`src/rtl/c3e_pkg.sv`:
```
//------------------------------------------------------------------------------
// c3e_pkg
// Shared types and constants for the 3x3 RGBA convolution block.
//------------------------------------------------------------------------------
package c3e_pkg;

  localparam int unsigned PIX_BITS = 32;
  localparam int unsigned POS_BITS = 10;

  typedef enum logic [2:0] {
    REG_KERNEL_UPPER = 3'd0,
    REG_KERNEL_LOWER = 3'd1,
    REG_NORM_Q8      = 3'd2,
    REG_FRAME_WIDTH  = 3'd3,
    REG_FRAME_HEIGHT = 3'd4,
    REG_FILTER_ALPHA = 3'd5
  } reg_index_t;

  // One job for the back end: a 3x3 window already selected, plus position.
  typedef struct packed {
    logic [8:0][PIX_BITS-1:0] win;
    logic [POS_BITS-1:0]      row;
    logic [POS_BITS-1:0]      col;
    logic                     last;
  } job_t;

  typedef enum logic [1:0] {
    ST_IDLE = 2'd0,
    ST_MUL  = 2'd1,
    ST_DIV  = 2'd2,
    ST_DONE = 2'd3
  } back_state_t;

endpackage

```
`src/rtl/c3e_queue.sv`:
```
//------------------------------------------------------------------------------
// c3e_queue
// Two-entry queue between the front end and the arithmetic back end.
//------------------------------------------------------------------------------
module c3e_queue (
  input  logic          clk,
  input  logic          rst,
  input  logic          wr_valid,
  output logic          wr_stall,
  input  c3e_pkg::job_t wr_job,
  output logic          rd_valid,
  input  logic          rd_take,
  output c3e_pkg::job_t rd_job
);

  c3e_pkg::job_t slot [2];
  logic       wp, rp;
  logic [1:0] count;
  logic       push, pop;

  assign wr_stall = (count == 2'd2);
  assign rd_valid = (count != 2'd0);
  assign rd_job   = slot[rp];
  assign push = wr_valid && !wr_stall;
  assign pop  = rd_valid && rd_take;

  always_ff @(posedge clk) begin
    if (push) slot[wp] <= wr_job;
  end

  always_ff @(posedge clk) begin
    if (rst) begin
      wp <= 1'b0;
      rp <= 1'b0;
      count <= '0;
    end else begin
      if (push) wp <= !wp;
      if (pop) rp <= !rp;
      count <= count + {1'b0, push} - {1'b0, pop};
    end
  end

endmodule

```
`config.mk`:
```
export PLATFORM = sky130hd
export DESIGN_NAME = c3e_queue
export DESIGN_NICKNAME = d
export VERILOG_FILES = /design/src/rtl/c3e_pkg.sv /design/src/rtl/c3e_queue.sv
export SDC_FILE = /design/constraint.sdc
export NUM_CORES = 1
export LEC_CHECK = 0
export ABC_CLOCK_PERIOD_IN_PS = 10600
export BUFFER_PORTS_ARGS = -buffer_cell sky130_fd_sc_hd__buf_4
export CORE_AREA = 4 4 242 244
export CTS_CLUSTER_DIAMETER = 150
export DETAILED_ROUTE_END_ITERATION = 12
export DIE_AREA = 0 0 246 248
export PLACE_DENSITY = 0.64
export SLEW_MARGIN = 10
export SYNTH_ARGS = -nofsm -noshare
export SYNTH_HDL_FRONTEND = slang
export SYNTH_SLANG_ARGS = --single-unit
```
`constraint.sdc`:
```
create_clock -name clk -period 10.6 [get_ports clk]
set_input_delay 0.53 -clock clk [delete_from_list [all_inputs] [get_ports clk]]
set_output_delay 0.53 -clock clk [all_outputs]
set_load 0.005 [all_outputs]
```
==> results.md <==
* Layout-stage area growth over the synthesis result at 32.89%
* Cell with the largest stage delay on the worst path: sky130_fd_sc_hd__buf_4
* Peak fanout along the critical path at 51
* Effective utilization at floorplan at between 40% and 50%
* Sequential Area at between 15000 and 20000 µm²
* I/O pin count at between 600 and 700
* Leading cell type in the layout, fill and taps excluded: sky130_fd_sc_hd__buf_4
* Number of clock sinks at ~620
* Largest net degree at the start of global routing at 140
* Ranking of synthesized cells by area: sky130_fd_sc_hd__edfxtp_1, sky130_fd_sc_hd__mux2_2, sky130_fd_sc_hd__mux2_4, sky130_fd_sc_hd__buf_6, sky130_fd_sc_hd__buf_2
* Worst Max-Slew Pin Slew at between 1 and 1.5 ns
* H-tree lvl count at 3
* Crit path buffers/inverters at 4
* Cells traversed along the worst timing path: buf_4 > buf_4 > buf_4 > mux2_2 > buf_4
* Placed standard-cell area at between 20000 and 30000 µm²
* Area of the core region at roughly 56000 µm²
* Setup Total Neg Slack at 0 ns
* Setup repair after global routing missed its margin: no
* Clk root buf: sky130_fd_sc_hd__clkbuf_16
* Placed wire-length estimate at a little under 40 mm
* Router iterations before antenna repair at 4
* Remaining Overflow, GRT at 0
* Post-route standard cell area excluding fillers at between 30000 and 40000 µm²
* DRC violation total after the first TritonRoute iteration at roughly 610
* R2r setup slk at between 6 and 7 ns
* Avg Synthesized Cell Area at between 20 and 25 µm²
* Required time worst endpoint at slightly above 10 ns
* Total length of routed wires at 54.95 mm
* Final Critical Period at approximately 4.6 ns
* Overall fraction of global-route tracks in use at between 10% and 20%
* Commonest cells after routing, fill and taps aside: sky130_fd_sc_hd__buf_4, sky130_fd_sc_hd__edfxtp_1, sky130_fd_sc_hd__mux2_2
* Worst-case vdd ir drop at around 0.26 mV
* Crit-path leading delay family: buffers and inverters
* Final hold viol count at 0
* Via count of the first global-routing pass at approximately 12000
* Class of the worst hold path: in2reg
* Number of clock buffers inserted by TritonCTS at between 60 and 70
* Arrival time worst endpoint at approximately 4 ns
* Drt via density at around 4.7
* Fraction of final layout cells with drive strength greater than 1 at around three fifths
* Layout fillers at approximately 4500
* Antenna violation net count after detailed routing at 0
* Number of post-CTS setup repair buffers at 0
* Tcrit/Tclk final at between 40% and 50%
* Largest clock skew in the final design at 0.02453 ns
* Type of the setup path with the least slack: reg2out
* Status: completed
* Share of the synthesized area in the top cell type at 81.09%
* Power density normalized to cell area at ~230 nW/µm²
* Leakage dissipation at between 10 and 15 nW
* Total of cells resized after clock tree synthesis at 0
* Final Max Slew Viols at 0
* Number of buffers between clock root and the deepest sink at 3
* Count of final setup violators at 0
* FP Rows at between 80 and 90
* Startpoint type of the worst setup path: flip-flop
* Type of destination of the critical path: output pin
* Post-CTS Hold Fix Bufs at 0
* Number of antenna violations at the first check in global routing at 9
* Buffers added on ports at around 620
* Share of the yosys chip area belonging to registers at about four fifths
* Clk Latency, worst-skew pair at between 0.5 and 0.6 ns
* Mapped Nets at between 1000 and 1500
* Clock slew seen by the registers of the worst setup and hold paths at ~0.060 ns
* Total Nets Final at slightly below 2000
* CTS tree: built
* Vias at 11630
* Synth area leader: sky130_fd_sc_hd__edfxtp_1
* Vertical extent of the die at 248 µm
* WL per Instance at between 20 and 25 µm
* Max cap viols at 0
* Cell Area, Synth at approximately 23000 µm²
* Relative slew slack at 30.92%
* Seq cells post-synth at between 600 and 700
* Most frequent cell on the critical path: sky130_fd_sc_hd__buf_4
* DIE WIDTH at 246 µm
* Global-route wire length before repair at a little under 80 mm
* Number of cells produced by synthesis at a little under 1000
* Maximum clock rate at between 0.2 and 0.25 GHz
* Global placer's final weighted congestion at ~0.79
* DIE AREA at 61010 µm²
* Multi-input gate area at 3975 µm²
* Biggest cell delay along the critical path at 0.79 ns
* DR DRC count at 0
* Number of different library cells in the post-synthesis netlist at 21
* Count of yosys warnings during synthesis at 0
report_power, final:
group / internal, mW / leakage [nW] / switching, mW
Combinational: 0.931 / 4.61 / 0.750
Clock: 1.25 / 0.991 / 0.910
Sequential: 3.06 / 5.82 / 0.0794
state kept, by name, indices dropped and copies added, names as in the netlist, named ones only:
register	cells
slot	618
rp	1
wp	1
count	2
kinds of logic after synthesis:
family	synth area share (%)
DFF	81.53
muxes	16.85
buffers and inverters	1.121
and+or+nand+nor	0.2024
AOI/OAI and AO/OA	0.07651
xor gates and xnor gates	0.1148
adders and majority gates	0.1093
routing by layer:
metal	routed length (µm)	track usage [%]	up-vias
met5	67	0	-
met4	1373	6.324	10
met3	6289	7.865	95
met2	27440	28.72	486
met1	19780	19.32	5753
li1	-	-	5287
synth_stat cells, drive strengths merged:
cell type	number
buf	34
nand2b	1
a21oi	1
inv	4
o21a	1
o21ai	1
xor2	1
nor2	3
nand2	1
xnor2	2
or2	1
and3	1
ha	2
mux2	309
nor2b	1
dfxtp	5
edfxtp	618
or3	1
area by class of cell:
class,instances,share of cell area [%]
clock inverter,30,0.7364
inverter,4,0.07406
clock buffer,89,5.920
antenna,4,0.03291
multi-input combinational,326,13.07
tap,756,3.110
sequential,623,61.36
timing repair buffer,634,15.69
final timing paths:
kind                  endpoint         from  cells after the start
setup / recovery   rd_job[151]    flip-flop                      5
setup reg to reg  slot[0][213]     count[0]                      6
hold / removal    slot[0][103]  wr_job[103]                      1
hold reg to reg             wp           wp                      2
worst reg2reg max path, delay by kind of cell (launching register included):
family | cells | cell delay, ns
AND/OR/NAND/NOR | 2 | 0.58
buffers and inverters | 4 | 2.39
flip-flops | 1 | 0.36
through the flow:
step | hold slack (ns) | utilization, % | std cells | worst slack (ns) | total power, mW
after floorplan | 0.4518 | - | 987 | 2.283 | 4.120
after global placement | 0.4731 | 50.42 | 2343 | 6.655 | 4.882
after detailed placement | 0.5250 | 50.42 | 2343 | 6.578 | 4.905
after CTS | 0.07484 | 54.02 | 2462 | 5.911 | 7.082
after global routing | 0.08768 | 54.03 | 2464 | 5.771 | 7.289
final | 0.1213 | 54.04 | 2466 | 6.001 | 6.978
Power figures use the tool's default switching activity.
