[src/rtl/c3e_pkg.sv]
//------------------------------------------------------------------------------
// c3e_pkg
// Shared types and constants for the 3x3 RGBA convolution block.
//------------------------------------------------------------------------------
package c3e_pkg;

  localparam int unsigned PIX_BITS = 32;
  localparam int unsigned POS_BITS = 10;

  typedef enum logic [2:0] {
    REG_KERNEL_UPPER = 3'd0,
    REG_KERNEL_LOWER = 3'd1,
    REG_NORM_Q8      = 3'd2,
    REG_FRAME_WIDTH  = 3'd3,
    REG_FRAME_HEIGHT = 3'd4,
    REG_FILTER_ALPHA = 3'd5
  } reg_index_t;

  // One job for the back end: a 3x3 window already selected, plus position.
  typedef struct packed {
    logic [8:0][PIX_BITS-1:0] win;
    logic [POS_BITS-1:0]      row;
    logic [POS_BITS-1:0]      col;
    logic                     last;
  } job_t;

  typedef enum logic [1:0] {
    ST_IDLE = 2'd0,
    ST_MUL  = 2'd1,
    ST_DIV  = 2'd2,
    ST_DONE = 2'd3
  } back_state_t;

endpackage

[src/rtl/c3e_back.sv]
//------------------------------------------------------------------------------
// c3e_back
// Weighted sums, scaling by the Q8.8 norm with a serial divider, clamping.
//------------------------------------------------------------------------------
module c3e_back #(
  parameter int COEF_BITS = 8
) (
  input  logic          clk,
  input  logic          rst,
  input  logic          job_valid,
  output logic          job_take,
  input  c3e_pkg::job_t job,
  input  logic [47:0]   kernel_upper,
  input  logic [23:0]   kernel_lower,
  input  logic [15:0]   norm_q8,
  input  logic          filter_alpha,
  output logic          out_valid,
  input  logic          out_stall,
  output logic [7:0]    out_blue,
  output logic [7:0]    out_green,
  output logic [7:0]    out_red,
  output logic [7:0]    out_alpha,
  output logic [9:0]    out_row,
  output logic [9:0]    out_col,
  output logic          last_of_run
);

  localparam int PW = COEF_BITS + 9;   // product width
  localparam int SW = PW + 4;          // sum of nine products
  localparam int NW = SW + 8;          // scaled numerator magnitude
  localparam int QC = NW;              // divider steps

  c3e_pkg::back_state_t state, state_next;
  c3e_pkg::job_t        jb;
  logic [1:0]           ch;
  logic [3:0]           tap;
  logic signed [SW-1:0] acc;
  logic                 neg;
  logic [NW-1:0]        num;
  logic [NW-1:0]        quo;
  logic [16:0]          rem;
  logic [$clog2(QC+1)-1:0] step;
  logic [3:0][7:0]      res;

  logic signed [COEF_BITS-1:0] coef;
  logic [7:0]                  pixv;
  logic signed [PW-1:0]        prod;

  // A coefficient field lying beyond the top of its register reads as zero.
  always_comb begin
    if (tap < 4'd6)
      coef = COEF_BITS'({16'd0, kernel_upper} >> (32'(tap) * COEF_BITS));
    else
      coef = COEF_BITS'({40'd0, kernel_lower} >> ((32'(tap) - 32'd6) * COEF_BITS));
    pixv = 8'(jb.win[tap] >> {ch, 3'b000});
    prod = PW'(coef) * $signed({1'b0, pixv});
  end

  logic [16:0] rem_sh;
  logic [7:0]  clamped;
  always_comb begin
    rem_sh = {rem[15:0], num[NW-1]};
    if (neg || quo == '0) clamped = 8'd0;
    else if (quo > NW'(255)) clamped = 8'd255;
    else clamped = quo[7:0];
    if (neg) clamped = 8'd0;
  end

  logic outq_full;
  assign outq_full = out_valid && out_stall;
  assign job_take  = (state == c3e_pkg::ST_IDLE) && job_valid;

  always_comb begin
    state_next = state;
    case (state)
      c3e_pkg::ST_IDLE: if (job_valid) state_next = c3e_pkg::ST_MUL;
      c3e_pkg::ST_MUL:  if (tap == 4'd9) state_next = c3e_pkg::ST_DIV;
      c3e_pkg::ST_DIV: begin
        if (step == '0 && ch == 2'd3) state_next = c3e_pkg::ST_DONE;
        else if (step == '0) state_next = c3e_pkg::ST_MUL;
      end
      c3e_pkg::ST_DONE: if (!outq_full) state_next = c3e_pkg::ST_IDLE;
      default: state_next = c3e_pkg::ST_IDLE;
    endcase
  end

  always_ff @(posedge clk) begin
    if (rst) state <= c3e_pkg::ST_IDLE;
    else state <= state_next;
  end

  always_ff @(posedge clk) begin
    case (state)
      c3e_pkg::ST_IDLE: begin
        jb <= job;
        ch <= 2'd0;
        tap <= '0;
        acc <= '0;
      end
      c3e_pkg::ST_MUL: begin
        if (tap != 4'd9) begin
          acc <= acc + SW'(prod);
          tap <= tap + 4'd1;
        end else begin
          neg  <= (acc <= 0);
          num  <= acc[SW-1] ? NW'(-acc) << 8 : NW'(acc) << 8;
          quo  <= '0;
          rem  <= '0;
          step <= ($clog2(QC+1))'(QC);
        end
      end
      c3e_pkg::ST_DIV: begin
        if (step != '0) begin
          num  <= num << 1;
          step <= step - ($clog2(QC+1))'(1);
          if (rem_sh >= {1'b0, norm_q8} && norm_q8 != 16'd0) begin
            rem <= rem_sh - {1'b0, norm_q8};
            quo <= {quo[NW-2:0], 1'b1};
          end else begin
            rem <= rem_sh;
            quo <= {quo[NW-2:0], 1'b0};
          end
        end else begin
          // A zero norm saturates any positive sum.
          res[ch] <= (norm_q8 == 16'd0) ? (neg ? 8'd0 : 8'd255) : clamped;
          ch  <= ch + 2'd1;
          tap <= '0;
          acc <= '0;
        end
      end
      default: ;
    endcase
  end

  always_ff @(posedge clk) begin
    if (rst) begin
      out_valid <= 1'b0;
    end else begin
      if (state == c3e_pkg::ST_DONE && !outq_full) begin
        out_valid   <= 1'b1;
        out_blue    <= res[0];
        out_green   <= res[1];
        out_red     <= res[2];
        out_alpha   <= filter_alpha ? res[3] : jb.win[4][31:24];
        out_row     <= jb.row;
        out_col     <= jb.col;
        last_of_run <= jb.last;
      end else if (!out_stall) begin
        out_valid <= 1'b0;
      end
    end
  end

endmodule

[config.mk]
export PLATFORM = sky130hd
export DESIGN_NAME = c3e_back
export DESIGN_NICKNAME = d
export VERILOG_FILES = /design/src/rtl/c3e_pkg.sv /design/src/rtl/c3e_back.sv
export SDC_FILE = /design/constraint.sdc
export NUM_CORES = 1
export LEC_CHECK = 0
export BUFFER_PORTS_ARGS = -buffer_cell sky130_fd_sc_hd__buf_2
export CAP_MARGIN = 40
export CORE_UTILIZATION = 51
export CTS_CLUSTER_DIAMETER = 40
export DETAILED_ROUTE_END_ITERATION = 7
export PLACE_DENSITY = 0.77
export SLEW_MARGIN = 20
export SYNTH_ARGS = -nofsm -noshare
export SYNTH_HDL_FRONTEND = slang
export SYNTH_SLANG_ARGS = --single-unit
[constraint.sdc]
create_clock -name clk -period 14.9 [get_ports clk]
set_input_delay 1.49 -clock clk [delete_from_list [all_inputs] [get_ports clk]]
set_output_delay 1.49 -clock clk [all_outputs]
set_load 0.01 [all_outputs]
==> metrics.txt <==
number of cells on the critical path=24; nets in the synthesized netlist=2,091; worst vdd rail ir drop=375 uV; synthesized netlist cell count=1,547; cell accounting for the most synthesized area=edfxtp_1; top achievable clock speed=125 MHz; slew margin rel.=0.419; final critical-path setup slack=6.91 ns; clock sinks=496; area share of xor/xnor cells in the synthesized design=0.0181; combinational family with the most area after synthesis=multiplexers; status=finished, final reports clean; Most common cell on crit path=fa_1; fraction of the mapped netlist area in simple logic gates=0.0628; post-placement cell count=2,561; clock tree from TritonCTS=done; floorplan core area=45,700 sq um; Worst Tran Pin Value=0.868 ns; via count of the first global-routing pass=15.5k; non-filler cells in the finished layout=2,706; TritonCTS buffer count=67; final core area utilization=0.637; arrival time at the worst endpoint=8.34 ns; Worst-Skew Late Latency=0.60 ns; leading cell types by total area after synthesis=edfxtp_1, mux4_2, ha_1; static power due to leakage=11.7 nW; die boundary width=218 um; Critical Path Sink Type=flip-flop; clk buf depth=3; via total after detailed routing=15.1k; Max stage delay on crit path=0.65 ns; buffer and inverter count on the worst path=6; average detailed-routed wire length per instance=22.3 um; Hold Path Depth=0; sequential area share after synthesis=0.627; DRT antenna net count=0; number of cell instances on the worst register-to-register path=24; initial core utilization=0.519; wire length of the first global-routing pass=88,200 um; clock skew=0.0312 ns; Layout Nets=2,580; reg-to-reg setup timing slack=6.91 ns; critical path class=reg2reg; Hold WC Path Type=reg2reg; proportion of layout cells with a drive suffix above 1=0.342; Fin. Hold Viols=0; final worst hold slack=0.418 ns; number of enable-type register cells in the synthesized netlist=493; overall die height=218 um; setup violators final=0; total power divided by cell area=272 nW/um^2; Gates resized, CTS repair=0; number of design-rule violations left by the first detailed-router iteration=1,175; hold-fix buffer count after cts=0; adder-cell share of the synthesized area=0.0914; Top delay family on crit path=adder cells; full die area=47,400 sq um; total negative slack=0 ns; clock root buffer=clkbuf_16; count of unique library cells instantiated by Yosys=72; drt pass-1 iters=5; worst reg2reg startpoint=tap[1]; setup bufs post-CTS=0; Post-synth top flop=edfxtp_1; Area Growth Syn to Fin=22.6%; Setup Slack @ Placement=6.67 ns; average size of a mapped cell=15.3 sq um; share of the synthesized area in the top cell type=0.624; end of the worst hold path=out_red[2]; capturing point of the worst reg2reg path=acc[16]; register clock-pin slew on the reported worst setup and hold paths=0.06 ns; Syn Std Cell Area=23,700 sq um; number of slew-limit violations in the final report=0; count of input and output buffers=456; share of cell area taken by muxes after synthesis=0.0966; routed wire length=60,400 um; start point of the worst min-delay path=res[18]; share of flip-flops with an asynchronous set or reset=0; number of top-level design ports=457; placer congestion estimate=0.878; total DRC errors in the routed layout=0; Min Clock Period, post-route=7.99 ns; Global Route Usage Sum=0.252; endpoint required time on the critical path=15.25 ns; Worst setup startpoint=tap[1]; CTS H-tree depth=3; average vias per placed instance=5.57; number of rows in the core area=78; Worst Path Max Fanout=47; number of antenna violations at the first check in global routing=20; ordered cell list for the critical path=buf_4 -> buf_4 -> mux4_2 -> mux2i_1 -> o21ai_0 -> o21ai_2 -> o22ai_1 -> fa_1 -> inv_1 -> fa_1 -> inv_1 -> fa_1 -> fa_1 -> inv_1 -> fa_1 -> inv_1 -> ha_1 -> o21a_1 -> o31a_1 -> o311ai_0 -> a21oi_1 -> a31oi_1 -> xor2_1 -> nor2_1; Critical Path Start Type=flip-flop; max-capacitance violation count=0; Post-DP HPWL=44,700 um; largest net degree at the start of global routing=73; grt ovf=0; number of warnings reported in the yosys synthesis log=0; flops & latches, synth=496; compound-gate portion of the synthesized area=0.0731; Critical-path top delay cell=buf_4; Tcrit/Tclk final=0.536; RSZ-0062 raised after global routing=no
-- per-stage QoR --
| step | total power, mW | area, sq um |
|---|---|---|
| floorplan | 5.33 | 23700 |
| global placement | 6.13 | 26500 |
| detailed placement | 6.26 | 26600 |
| CTS | 7.91 | 28900 |
| global route | 8.53 | 29100 |
| finish | 7.90 | 29100 |
-- cell families (layout without fill, tap and decap cells) --
group | count (synthesis) | count (layout)
AOI/OAI and AO/OA | 256 | 256
xor gates and xnor gates | 49 | 49
adders and majority gates | 142 | 142
buffers and inverters | 163 | 705
DFF | 496 | 496
muxes | 138 | 138
other | 0 | 17
and+or+nand+nor | 303 | 303
-- area by class of cell --
class / instances / area (sq um)
tap: 600 / 751
timing repair buffer: 482 / 2620
fill: 3235 / 16600
sequential: 496 / 14900
inverter: 101 / 379
antenna: 17 / 42.5
multi-input combinational: 888 / 8150
clock buffer: 80 / 1770
clock inverter: 42 / 526
-- synth_stat cells (33+ instances only) --
cell,n
o22ai_1,33
nor2_1,83
edfxtp_1,493
fa_1,52
mux4_2,72
o21ai_0,59
inv_1,100
xnor2_1,35
ha_1,90
nand2_1,93
and2_1,33
a21oi_1,42
mux2i_1,58
-- per-layer routing --
layer / global-route usage / routed length [um] / share of wire / vias to the layer above
met5: 0 / 90 / 0.0015 / -
met4: 0.0995 / 1900 / 0.032 / 14
li1: - / - / - / 6907
met2: 0.430 / 31000 / 0.51 / 634
met3: 0.0713 / 4490 / 0.074 / 122
met1: 0.302 / 22900 / 0.38 / 7407
-- flip-flops by register name (all words and copies together), names as in the netlist --
signal	flops
tap	4
last_of_run	1
out_col	10
quo	29
out_alpha	8
acc	21
neg	1
step	5
num	21
out_row	10
state	2
out_valid	1
rem	16
out_blue	8
jb	309
ch	2
out_red	8
out_green	8
res	32
-- cell usage in the layout (no fill, tap or decap), types with 9 or more instances in the layout --
master	count
nor4_1	12
xnor2_1	35
a21oi_1	41
o21ai_2	15
mux2i_1	58
clkbuf_1	10
nor2b_1	9
fa_1	52
diode_2	17
nand2b_1	18
buf_2	457
ha_1	90
xor2_1	14
edfxtp_1	493
o211ai_1	14
buf_4	16
nand2_1	93
nor3_1	12
mux4_2	72
nor2_1	82
inv_1	99
and2_1	33
o22a_1	17
o22ai_1	33
a21o_1	10
o21ai_0	59
clkbuf_16	68
-- worst max path at each step --
stage,end,slack [ns]
3_5_place_dp,acc[16],6.67
4_1_cts,acc[16],6.69
2_1_floorplan,job_take,4.34
3_3_place_gp,acc[16],6.67
6_report,acc[16],6.91
5_1_grt,acc[20],6.50
-- power breakdown --
group	internal (mW)	leakage, nW	total, mW	switching [mW]
sequential	1.85	4.86	1.96	0.104
clock	0.967	1.11	1.62	0.648
combinational	1.91	5.68	4.33	2.42
No activity file was read; power rests on OpenSTA's default activity.
